[src/sv/cspb_pkg.sv]
// Shared types and constants for the clipped sprite blitter.
// Depends on nothing; every file of the block but the channel interfaces refers to it by scoped names.
package cspb_pkg;

  // Fixed field widths.
  localparam int COORD_W    = 11;
  localparam int DEST_W     = 20;
  localparam int ADDR_IN_W  = 12;
  localparam int CFG_IDX_W  = 3;
  localparam int CFG_DATA_W = 11;
  // The sheet offset frame*frame_width + row*sheet_width + col stays below 2**14.
  localparam int SUM_W      = 14;

  // Item commands.
  localparam logic [1:0] CMD_DRAW     = 2'd0;
  localparam logic [1:0] CMD_PAL_WR   = 2'd1;
  localparam logic [1:0] CMD_SHEET_WR = 2'd2;

  // Configuration register indexes.
  localparam logic [CFG_IDX_W-1:0] REG_SCREEN_WIDTH  = 3'd0;
  localparam logic [CFG_IDX_W-1:0] REG_SCREEN_HEIGHT = 3'd1;
  localparam logic [CFG_IDX_W-1:0] REG_SHEET_WIDTH   = 3'd2;
  localparam logic [CFG_IDX_W-1:0] REG_FRAME_WIDTH   = 3'd3;
  localparam logic [CFG_IDX_W-1:0] REG_SPRITE_HEIGHT = 3'd4;
  localparam logic [CFG_IDX_W-1:0] REG_PALETTE_VALID = 3'd5;

  // Configuration register file contents.
  typedef struct packed {
    logic [10:0] screen_width;
    logic [10:0] screen_height;
    logic [6:0]  sheet_width;
    logic [6:0]  frame_width;
    logic [6:0]  sprite_height;
    logic        palette_valid;
  } cfg_t;

  // Per-item control flags carried down the pipeline.
  typedef struct packed {
    logic vis;       // draw item whose pixel is inside frame and screen, palette valid
    logic pal_wr;    // palette write item
    logic sheet_wr;  // sheet write item
  } op_t;

  // Final stage contents handed from the lookup unit to the top level.
  typedef struct packed {
    logic              vis;
    logic              idx_ok;  // sheet byte indexes an existing palette entry
    logic [DEST_W-1:0] dest;
    logic [7:0]        pal;
  } look_t;

endpackage

[src/sv/cspb_addr_gen.sv]
// Address stages of the blitter: clipping, sheet offset with wrap, screen address.
// Depends on cspb_pkg for widths, command codes, cfg_t and op_t.
module cspb_addr_gen #(
  parameter int SHEET_BYTES = 4096
) (
  input  logic                              clk,
  input  logic                              rst_n,
  input  logic                              adv,
  input  logic                              take,
  input  cspb_pkg::cfg_t                    cfg,
  input  logic [1:0]                        command,
  input  logic signed [10:0]                pos_x,
  input  logic signed [10:0]                pos_y,
  input  logic [5:0]                        frame_number,
  input  logic [5:0]                        col,
  input  logic [5:0]                        row,
  input  logic [11:0]                       mem_address,
  input  logic [7:0]                        mem_data,
  output logic                              s3_valid,
  output cspb_pkg::op_t                     s3_op,
  output logic [$clog2(SHEET_BYTES)-1:0]    s3_saddr,
  output logic [cspb_pkg::DEST_W-1:0]       s3_dest,
  output logic [11:0]                       s3_maddr,
  output logic [7:0]                        s3_mdata
);

  localparam int AW    = $clog2(SHEET_BYTES);
  localparam int SW    = cspb_pkg::SUM_W;
  localparam int PW2   = 2 * SW + 1;
  // Reciprocal of the sheet size, scaled by 2**SUM_W; the quotient estimate is low by
  // at most one, so a single compare and subtract finishes the wrap.
  localparam logic [SW:0] RECIP = (SW + 1)'((1 << SW) / SHEET_BYTES);

  // Stage 1 input logic: screen point, clipping tests and sheet offset.
  logic signed [11:0] x_s, y_s;
  logic               x_on, y_on, vis_c;
  logic [SW-1:0]      sum_c;

  always_comb begin
    x_s   = $signed({pos_x[10], pos_x}) + $signed({6'b0, col});
    y_s   = $signed({pos_y[10], pos_y}) + $signed({6'b0, row});
    x_on  = !x_s[11] && (x_s[10:0] < cfg.screen_width);
    y_on  = !y_s[11] && (y_s[10:0] < cfg.screen_height);
    vis_c = (command == cspb_pkg::CMD_DRAW) && cfg.palette_valid
            && ({1'b0, col} < cfg.frame_width) && ({1'b0, row} < cfg.sprite_height)
            && x_on && y_on;
    sum_c = SW'(frame_number) * SW'(cfg.frame_width)
          + SW'(row) * SW'(cfg.sheet_width) + SW'(col);
  end

  // Stage 1 registers.
  logic            s1_valid_r;
  cspb_pkg::op_t   s1_op_r;
  logic [SW-1:0]   s1_sum_r;
  logic [10:0]     s1_x_r, s1_y_r;
  logic [11:0]     s1_maddr_r;
  logic [7:0]      s1_mdata_r;

  always_ff @(posedge clk) begin
    if (!rst_n) begin
      s1_valid_r <= 1'b0;
    end else if (adv) begin
      s1_valid_r <= take;
    end
  end

  always_ff @(posedge clk) begin
    if (adv) begin
      s1_op_r.vis      <= vis_c;
      s1_op_r.pal_wr   <= (command == cspb_pkg::CMD_PAL_WR);
      s1_op_r.sheet_wr <= (command == cspb_pkg::CMD_SHEET_WR);
      s1_sum_r         <= sum_c;
      s1_x_r           <= x_s[10:0];
      s1_y_r           <= y_s[10:0];
      s1_maddr_r       <= mem_address;
      s1_mdata_r       <= mem_data;
    end
  end

  // Stage 2: quotient estimate and row offset on the screen.
  logic [PW2-1:0] qprod;
  logic [21:0]    yw_c;

  assign qprod = PW2'(s1_sum_r) * PW2'(RECIP);
  assign yw_c  = 22'(s1_y_r) * 22'(cfg.screen_width);

  logic            s2_valid_r;
  cspb_pkg::op_t   s2_op_r;
  logic [SW-1:0]   s2_sum_r;
  logic [SW:0]     s2_q_r;
  logic [21:0]     s2_yw_r;
  logic [10:0]     s2_x_r;
  logic [11:0]     s2_maddr_r;
  logic [7:0]      s2_mdata_r;

  always_ff @(posedge clk) begin
    if (!rst_n) begin
      s2_valid_r <= 1'b0;
    end else if (adv) begin
      s2_valid_r <= s1_valid_r;
    end
  end

  always_ff @(posedge clk) begin
    if (adv) begin
      s2_op_r    <= s1_op_r;
      s2_sum_r   <= s1_sum_r;
      s2_q_r     <= qprod[PW2-1:SW];
      s2_yw_r    <= yw_c;
      s2_x_r     <= s1_x_r;
      s2_maddr_r <= s1_maddr_r;
      s2_mdata_r <= s1_mdata_r;
    end
  end

  // Stage 3: remainder with one correction step, and the linear screen address.
  logic [31:0]   qsb;
  logic [SW-1:0] rem0, rem1;

  always_comb begin
    qsb  = 32'(s2_q_r) * 32'(SHEET_BYTES);
    rem0 = s2_sum_r - SW'(qsb);
    rem1 = (32'(rem0) >= 32'(SHEET_BYTES)) ? rem0 - SW'(SHEET_BYTES) : rem0;
  end

  logic                          s3_valid_r;
  cspb_pkg::op_t                 s3_op_r;
  logic [AW-1:0]                 s3_saddr_r;
  logic [cspb_pkg::DEST_W-1:0]   s3_dest_r;
  logic [11:0]                   s3_maddr_r;
  logic [7:0]                    s3_mdata_r;

  always_ff @(posedge clk) begin
    if (!rst_n) begin
      s3_valid_r <= 1'b0;
    end else if (adv) begin
      s3_valid_r <= s2_valid_r;
    end
  end

  always_ff @(posedge clk) begin
    if (adv) begin
      s3_op_r    <= s2_op_r;
      s3_saddr_r <= AW'(rem1);
      s3_dest_r  <= cspb_pkg::DEST_W'(22'(s2_x_r) + s2_yw_r);
      s3_maddr_r <= s2_maddr_r;
      s3_mdata_r <= s2_mdata_r;
    end
  end

  assign s3_valid = s3_valid_r;
  assign s3_op    = s3_op_r;
  assign s3_saddr = s3_saddr_r;
  assign s3_dest  = s3_dest_r;
  assign s3_maddr = s3_maddr_r;
  assign s3_mdata = s3_mdata_r;

endmodule

[config.mk]
export PLATFORM = sky130hd
export DESIGN_NAME = cspb_addr_gen
export DESIGN_NICKNAME = d
export VERILOG_FILES = /design/src/sv/cspb_pkg.sv /design/src/sv/cspb_addr_gen.sv
export SDC_FILE = /design/constraint.sdc
export NUM_CORES = 1
export LEC_CHECK = 0
export BUFFER_PORTS_ARGS = -buffer_cell sky130_fd_sc_hd__buf_2
export CORE_ASPECT_RATIO = 0.75
export CORE_MARGIN = 5
export CORE_UTILIZATION = 65
export DETAILED_ROUTE_END_ITERATION = 8
export PLACE_DENSITY = 0.87
export RECOVER_POWER = 100
export SYNTH_ARGS = -nofsm -noshare
export SYNTH_HDL_FRONTEND = slang
export SYNTH_SLANG_ARGS = --single-unit
export TNS_END_PERCENT = 100
[constraint.sdc]
create_clock -name clk -period 16.2 [get_ports clk]
set_clock_uncertainty 0.2 [all_clocks]
set_input_delay 4.05 -clock clk [delete_from_list [all_inputs] [get_ports clk]]
set_output_delay 4.05 -clock clk [all_outputs]
set_load 0.03 [all_outputs]
## Word-level counts from Yosys, hierarchy flattened

Cells that the tools add are included.

| storage, ports and cells | value |
|---|---|
| bits in registers | 187 |
| bits in latches | 0 |
| bits in writable memories | 0 |
| ROM bits | 0 |
| input bits | 110 |
| output and inout port bits | 56 |
| word-level logic and storage cells | 55 |
| memories kept | 0 |

| cells by class | value |
|---|---|
| $add $sub $neg | 7 |
| multiply operators | 3 |
| divide/modulo/power cells | 0 |
| $lt $le $gt $ge | 5 |
| eq/ne operators | 2 |
| shifts and indexed selects | 0 |
| mux-type cells | 1 |
| bitwise logic cells | 0 |
| reduce and logical (&&, ||, !) cells | 10 |

Operators with widths:

| operator | count |
|---|---|
| 6-bit by 7-bit multiplier with 13-bit output | 2 |
| 11-bit by 7-bit adder with 12-bit output | 2 |
| 11-bit less-than comparator | 2 |
| 11-bit by 20-bit adder with 20-bit output | 1 |
| 11-bit by 11-bit multiplier with 20-bit output | 1 |
| 13-bit by 13-bit adder with 14-bit output | 1 |
| 14-bit by 6-bit adder with 14-bit output | 1 |
| 14-bit by 13-bit >= comparator with 1-bit output (second input constant) | 1 |
| 6-bit by 7-bit less-than comparator with 1-bit output | 2 |
| 14-bit subtractor | 1 |
| 12-bit 2-to-1 mux | 1 |
| 12-bit by 1-bit subtractor with 12-bit output (second input constant) | 1 |
| 1-bit logical AND | 7 |
| 2-bit by 1-bit == test with 1-bit output (second input constant) | 1 |
| 2-bit == test (second input constant) | 1 |
| 1-bit logical NOT | 2 |
| 2-bit logical NOT | 1 |

## Logic depth before layout (Yosys ltp)

Gate-level depths: netlist of the first run.

| logic depth | value |
|---|---|
| depth after elaboration | 6 |
| gate-level depth with buffers | 20 |
| mapped depth without buffers | 18 |

## Worst setup path after synthesis of the first run

No wires, ideal clock.

| timing path | value |
|---|---|
| kind | input to register |
| start | input cfg[37] in the netlist's numbering |
| end | register s2_yw_r[14], data pin |
| setup time | 0.263 ns |
| arrival time | 8.412 ns |
| required time | 15.737 ns |
| setup slack | 7.325 ns |
| cell stages on the path | 17 |
| path buffers | 1 |
| path through | clkbuf_1 > nand2_1 > fa_1 > fa_1 > fa_1 > inv_1 > fa_1 > inv_1 > fa_1 > inv_1 > ha_1 > o21a_1 > o21a_1 > and2_1 > a311o_1 > a21oi_2 > xnor2_1 |

| between the ends | value |
|---|---|
| longest elaborated chain between the ends | 1 |

Ends and longest elaborated chain:

| element | RTL line | source |
|---|---|---|
| start: declaration | cspb_addr_gen.sv:10 | `input cspb_pkg::cfg_t cfg,` |
| 11-bit by 11-bit multiplier with 20-bit output | cspb_addr_gen.sv:85 | `assign yw_c = 22'(s1_y_r) * 22'(cfg.screen_width);` |
| named net yw_c[14] | cspb_addr_gen.sv:82 | `logic [21:0] yw_c;` |
| end signal: assignment | cspb_addr_gen.sv:109 | `s2_yw_r <= yw_c;` |
| end: declaration | cspb_addr_gen.sv:91 | `logic [21:0] s2_yw_r;` |

The timed path passes the listed nets, and every way through them passes these cells.
A chain may end at the register's enable or synchronous reset.

==> impl_results.md, run 1 <==
* Final setup viols at 0
* Setup TNS at 0 ns
* GRT overflow at 0
* Port bufs at 165
* Largest net degree at the start of global routing at 86
* Clock sinks at 181
* Setup Fix Bufs, Post-CTS at 0
* PD cells at 186.9 nW/µm²
* CTS tree: built
* Total CTS buffers at 17
* Psw at 1.250 mW
* CTS Hold Bufs at 0
* Synth Register Bits at 181
* Met3 wire len at 2.671 mm
* CP Data Arrival Time at 11.47 ns
* CORE AREA at 21300 µm²
* Max clock buf depth at 2
* Worst setup margin at 4.894 ns
* Initial antenna violation count at 6
* Synthesized area at 14140 µm²
* Dpl hpwl at 22.83 mm
* Synth area leaders: edfxtp_1 (38%), fa_1 (20%), ha_1 (13%), inv_1 (6.4%), and2_1 (4.9%)
* Final min period at 11.31 ns
* First-pass GRT wire length at 47.00 mm
* CTS resizes at 0
* Switching Share at 42.42%
* Combinational share of power at 59.6%
* Initial Utilization at 66.38%
* Register area at 5405 µm²
* Cells after synthesis at 1240
* M1 WL at 12.88 mm
* Crit end category: flop
* Max-slew violation count at 186
* Routed len/inst at 17.09 µm
* Die Wd at 180.3 µm
* # H-tree levels at 4
* Total number of vias at 9217
* Nets at 1799
* Maxcap violations at 3
* Clk root buf: clkbuf_16
* Violated checks: max-capacitance violations, max-slew violations
* Startpoint Class: input port
* DR top layer: met5
* Area grow syn2layout at 11.51%
* Mean post-synth cell area at 11.40 µm²
* Crit Path Max Fanout at 85
* Tcrit/Tclk final at 69.79%
* Int Pwr at 1.696 mW
* Routed Antenna Nets at 0
* Sequential area share after synthesis at 38.24%
* Tot GR Track Use at 23.95%
* Top-area cell type share of the netlist area at 37.81%
* Mapped Nets at 1638
* Routed Wire Length at 29.11 mm
* Peak supply drop at 0.0001387 V
* GP Congestion at 0.8969
* DRC at 0
* DR iter-0 viols at 606
* Clk pwr share at 14.5%
* RSZ-0062 raised after global routing: no
* Worst EP required at 16.37 ns
* Total leakage power at 7.179 nW
* Max Freq at 88.45 MHz
* Worst slack at placement at 7.060 ns
* Fin. Hold Viols at 0
* Fillers at 1481
* Worst Max-Slew Pin Slew at 4.297 ns
* Worst-path clk slew at 0.08 ns
* Post-synth ARST share at 0%
* Post-synth EDFFs at 178
* Die area at 24830 µm²
* Sequential power share at 25.9%
* Ports at 166
* HP Class: reg2reg
* Area leader, netlist: edfxtp_1
* Top_reg_cell synth: edfxtp_1
* Ys Warns at 0
* Via density at 5.412
* Clk Latency, worst-skew pair at 0.44 ns
* Status: finished, violations left
* Rows at 46
* Slew Limit Headroom at -186.5%
* Area of the multi-input gates at 7712 µm²
* Netlist cell types at 52
* Die H at 137.7 µm
* Vias in the first global route at 9399
* Fraction of layout cells with a size suffix above 1 at 9.618%
* Drt first pass iters at 5
* Crit Path Category: in2reg
* Pwr Total at 2.946 mW
* Routed length on met2 at 12.96 mm
[final cells by class]
type                       count  area share [%]
multi-input combinational    793           48.93
sequential                   181           34.29
inverter                     241           5.739
clock buffer                  17           2.699
antenna                        1         0.01588
clock inverter                15           1.294
timing repair buffer         167           4.747
tap                          288           2.286
[worst max-delay path, cell delays in order]
cell      delay [ns]
clkbuf_1        1.20
clkbuf_1        3.09
clkbuf_1        2.54
mux2i_1         0.29
nor2b_1         0.22
[layout by cell type (no fill, tap or decap), types with 13 or more instances in the layout]
master,count
a21o_1,13
a21oi_1,39
and2_1,106
buf_2,97
clkbuf_1,70
clkbuf_16,17
edfxtp_1,178
fa_1,144
ha_1,144
inv_1,241
nand2_1,113
nor2_1,24
o21ai_0,15
xnor2_1,54
xor2_1,14
[power groups by stage]
stage | combinational, mW | sequential (mW) | clock (mW)
final | 1.76 | 0.764 | 0.426
after global routing | 1.98 | 0.774 | 0.454
after CTS | 1.78 | 0.761 | 0.433
after detailed placement | 1.75 | 0.771 | 0
after global placement | 1.68 | 0.766 | 0
after floorplan | 1.33 | 0.811 | 0
[per-stage QoR]
step                      instances  hold WS (ns)  area, µm²  util, %
after global placement         1670        0.2005      15250    71.60
after floorplan                1240        0.2003      14140        -
final                          1703        0.2174      15760    74.02
after detailed placement       1670        0.2045      15250    71.60
after global routing           1703        0.2211      15760    74.02
after CTS                      1702        0.2205      15880    74.56
[registers in the layout (all words and copies together) (netlist names), 11 cells and up]
name,count
s3_maddr,12
s2_sum_r,12
s2_yw_r,20
s1_sum_r,12
s1_y_r,11
s3_saddr,12
s2_maddr_r,12
s2_x_r,11
s1_x_r,11
s1_maddr_r,12
s3_dest,20
[cell families after synthesis]
family	after synthesis	synth area share, %
muxes	3	0.2124
xor gates and xnor gates	68	4.213
DFF	181	38.24
adders and majority gates	288	33.14
buffers and inverters	266	7.072
AOI/OAI and AO/OA	116	5.497
and+or+nand+nor	318	11.63
[Yosys cell counts, types with 2 or more instances]
cell type / n
xor2_1: 14
clkbuf_1: 24
a31oi_1: 3
a21oi_2: 2
and2_1: 111
o2111ai_1: 2
a211oi_1: 10
o21bai_1: 6
nor3_1: 8
or2_2: 4
a31o_2: 2
o21a_1: 6
edfxtp_1: 178
inv_1: 241
nor2_1: 24
nand2_1: 113
nor4_1: 2
nand4_1: 6
nand2b_1: 11
nand3_1: 11
dfxtp_1: 3
mux2i_1: 3
nand3b_1: 5
a21o_1: 13
a21oi_1: 37
o211ai_1: 5
ha_1: 144
and3_1: 4
o311ai_1: 3
nand4b_1: 2
fa_1: 144
a311o_1: 2
xnor2_1: 54
nor2b_1: 11
o21ai_0: 15
[worst paths after layout]
check                    from          end  slack [ns]  depth (start not counted)
setup reg to reg    s1_y_r[2]  s2_yw_r[19]       10.49                         16
hold reg to reg   s2_sum_r[9]  s3_saddr[9]        0.22                          0
hold / removal    s2_sum_r[9]  s3_saddr[9]        0.22                          0
setup / recovery          adv   s2_valid_r        4.89                          5
[routing by layer]
layer  GRT usage (%)  vias to the layer above
met5               0                        -
met4           6.255                       10
met3           6.545                       50
met2           37.09                      373
met1           34.14                     4422
li1                -                     4362
(Power assumes the default switching activity.)
==> inputs of run 2 (changes only) <==
--- a/config.mk
+++ b/config.mk
@@ -5,12 +5,13 @@
 export SDC_FILE = /design/constraint.sdc
 export NUM_CORES = 1
 export LEC_CHECK = 0
+export ABC_AREA = 1
 export BUFFER_PORTS_ARGS = -buffer_cell sky130_fd_sc_hd__buf_2
 export CORE_ASPECT_RATIO = 0.75
 export CORE_MARGIN = 5
-export CORE_UTILIZATION = 65
+export CORE_UTILIZATION = 60
 export DETAILED_ROUTE_END_ITERATION = 8
-export PLACE_DENSITY = 0.87
+export PLACE_DENSITY = 0.81
 export RECOVER_POWER = 100
 export SYNTH_ARGS = -nofsm -noshare
 export SYNTH_HDL_FRONTEND = slang
==> constraint.sdc (replaced) <==
create_clock -name clk -period 11.3 [get_ports clk]
set_clock_uncertainty 0.2 [all_clocks]
set_input_delay 2.825 -clock clk [delete_from_list [all_inputs] [get_ports clk]]
set_output_delay 2.825 -clock clk [all_outputs]
set_load 0.03 [all_outputs]
==> run 2 against run 1 <==
Effect of this change: the flow still finishes with violations (max-capacitance violations, max-slew violations); sequential cell count did not move; non-clock buffer count fell by 1; sequential share of layout area fell by 0.78 points; hold slack got worse by 0.0030 ns; register-to-register slack got worse by 4.5 ns; highest routed layer unchanged.
==> impl_results.md, run 2 <==
* CP max-delay cell: clkbuf_1 (unchanged)
* Non-filler cells, final at 1945 (was 1703)
* Routed length on met2 at 13.41 mm (was 12.96 mm)
* Routed len/inst at 15.06 µm (was 17.09 µm)
* Most common library cells after synthesis: inv_1 (398), nand2_1 (322), edfxtp_1 (178) (was inv_1 (241), edfxtp_1 (178), fa_1 (144), ha_1 (144), nand2_1 (113))
* Crit Path Category: in2reg (unchanged)
* Slew Limit Headroom at -273.6% (was -186.5%)
* Drt first pass iters at 5 (unchanged)
* Placed cells at 1911 (was 1670)
* # H-tree levels at 4 (unchanged)
* Clk Latency, worst-skew pair at 0.44 ns (about the same)
* Top-area cell type share of the netlist area at 36.88% (was 37.81%)
* Ys Warns at 0 (unchanged)
* Worst-path clk slew at 0.08 ns (about the same)
* Worst setup margin at 2.655 ns (was 4.894 ns)
* Vias in the first global route at 9976 (was 9399)
* Fin area at 16130 µm² (was 15760 µm²)
* Synth Register Bits at 181 (unchanged)
* Die H at 144.6 µm (was 137.7 µm)
* Final setup viols at 0 (unchanged)
* Sequential area share after synthesis at 37.30% (was 38.24%)
* Commonest non-fill, non-tap cell in the layout: inv_1 (unchanged)
* Post-synth EDFFs at 178 (unchanged)
* Violated checks: max-capacitance violations, max-slew violations (unchanged)
* Top delay family on crit path: buffers and inverters (unchanged)
* RSZ-0062 raised after global routing: no (unchanged)
* CORE AREA at 23910 µm² (was 21300 µm²)
* Rows at 49 (was 46)
* Tcrit/Tclk final at 76.50%
* Startpoint Class: input port (unchanged)
* Netlist cell types at 37 (was 52)
* HP Class: reg2reg (unchanged)
* Port bufs at 165 (unchanged)
* Tot GR Track Use at 22.27% (was 23.95%)
* Worst EP required at 11.13 ns (was 16.37 ns)
* Initial Utilization at 60.61% (was 66.38%)
* CP Data Arrival Time at 8.48 ns (was 11.47 ns)
* PD cells at 264.5 nW/µm² (was 186.9 nW/µm²)
* Max stage delay on crit path at 3.84 ns (was 3.09 ns)
* Setup Fix Bufs, Post-CTS at 0 (unchanged)
* Die area at 27400 µm² (was 24830 µm²)
* CTS Hold Bufs at 0 (unchanged)
* Pwr Total at 4.266 mW (was 2.946 mW)
* Worst slack at placement at 3.706 ns (was 7.060 ns)
* CP bufs+invs at 2 (was 3)
* Final min period at 8.645 ns
* Max-slew violation count at 185 (was 186)
* Clock sinks at 181 (unchanged)
* GRT overflow at 0 (unchanged)
* M1 WL at 13.29 mm (was 12.88 mm)
* CP Cell Sequence: clkbuf_1 > clkbuf_2 (was clkbuf_1 > clkbuf_1 > clkbuf_1 > mux2i_1 > nor2b_1)
* Status: finished, violations left (unchanged)
* Max Freq at 115.7 MHz
* Routed Antenna Nets at 0 (unchanged)
* Nets at 2022 (was 1799)
* Via density at 5.068 (was 5.412)
* Mean post-synth cell area at 9.906 µm² (was 11.40 µm²)
* Total leakage power at 8.449 nW (was 7.179 nW)
* DR iter-0 viols at 662 (was 606)
* Area grow syn2layout at 11.28% (was 11.51%)
* Fin. Hold Viols at 0 (unchanged)
* Setup TNS at 0 ns (unchanged)
* Max clock buf depth at 2 (unchanged)
* Clk root buf: clkbuf_16 (unchanged)
* Ports at 166 (unchanged)
* Worst Max-Slew Pin Slew at 5.604 ns (was 4.297 ns)
* Met3 wire len at 2.044 mm (was 2.671 mm)
* GP Congestion at 0.8968 (was 0.8969)
* Commonest cells after routing, fill and taps aside: inv_1 (398), nand2_1 (323), edfxtp_1 (178) (was inv_1 (241), edfxtp_1 (178), fa_1 (144), ha_1 (144), nand2_1 (113))
* Crit end category: flop (unchanged)
* Peak supply drop at 0.0001876 V (was 0.0001387 V)
* CTS resizes at 0 (unchanged)
* Largest net degree at the start of global routing at 112 (was 86)
* Worst reg2reg setup slack at 5.98 ns (was 10.49 ns)
* Synth area leaders: edfxtp_1 (37%), fa_1 (20%), ha_1 (12%), inv_1 (10%), nand2_1 (8.3%) (was edfxtp_1 (38%), fa_1 (20%), ha_1 (13%), inv_1 (6.4%), and2_1 (4.9%))
* Top_reg_cell synth: edfxtp_1 (unchanged)
* Routed Wire Length at 29.30 mm (was 29.11 mm)
* Initial antenna violation count at 6 (unchanged)
* Cells after synthesis at 1463 (was 1240)
* Fraction of layout cells with a size suffix above 1 at 8.247% (was 9.618%)
* Mapped Nets at 1861 (was 1638)
* Dpl hpwl at 23.45 mm (was 22.83 mm)
* Crit Path Max Fanout at 111 (was 85)
* First-pass GRT wire length at 48.57 mm (was 47.00 mm)
* Maxcap violations at 2 (was 3)
* Total CTS buffers at 17 (unchanged)
* Total number of vias at 9857 (was 9217)
* Area leader, netlist: edfxtp_1 (unchanged)
* Post-synth ARST share at 0% (unchanged)
* Top-count cell post-synth: inv_1 (unchanged)
* Die Wd at 189.5 µm (was 180.3 µm)
* DRC at 0 (unchanged)
* DR top layer: met5 (unchanged)
* CTS tree: built (unchanged)
* Synthesized area at 14490 µm² (was 14140 µm²)
* DP Area at 15620 µm² (was 15250 µm²)
run 2: power breakdown:
| part | internal, mW | total [mW] | switching, mW |
|---|---|---|---|
| logic | 0.977 | 2.53 | 1.56 |
| clock network | 0.311 | 0.626 | 0.315 |
| registers | 1.04 | 1.11 | 0.0689 |
run 2: worst paths after layout:
path              start       endpoint  cells after the start
max                 adv  s1_mdata_r[3]                      2
min reg2reg  s2_op_r[0]       s3_op[0]                      0
max reg2reg   s1_y_r[1]    s2_yw_r[15]                     16
min          s2_op_r[0]       s3_op[0]                      0
run 2: through the flow:
stage                     hold WS (ns)  utilization (%)
after global placement          0.2006            65.34
final                           0.2144            67.45
after floorplan                 0.2003                -
after CTS                       0.2156            68.02
after global routing            0.2206            67.45
after detailed placement        0.2045            65.34
run 2: cells by family after synthesis:
kind of cell	Yosys count	share of synthesized area [%]
AOI/OAI and AO/OA	102	4.213
buffers and inverters	422	10.94
DFF	181	37.30
and+or+nand+nor	400	11.00
xor gates and xnor gates	70	4.230
adders and majority gates	288	32.32
run 2: final cells by class:
type	instances	area [µm²]
Antenna cell	2	5.005
Timing Repair Buffer	166	748.2
Clock buffer	17	425.4
Sequential cell	181	5405
Tap cell	306	382.9
Clock inverter	15	215.2
Fill cell	1905	7782
Inverter	398	1494
Multi-Input combinational cell	860	7452
run 2: routing by layer:
layer	track usage [%]	up-vias
li1	-	4815
met1	31.30	4665
met2	35.83	323
met3	5.019	48
met4	5.632	6
met5	0	-
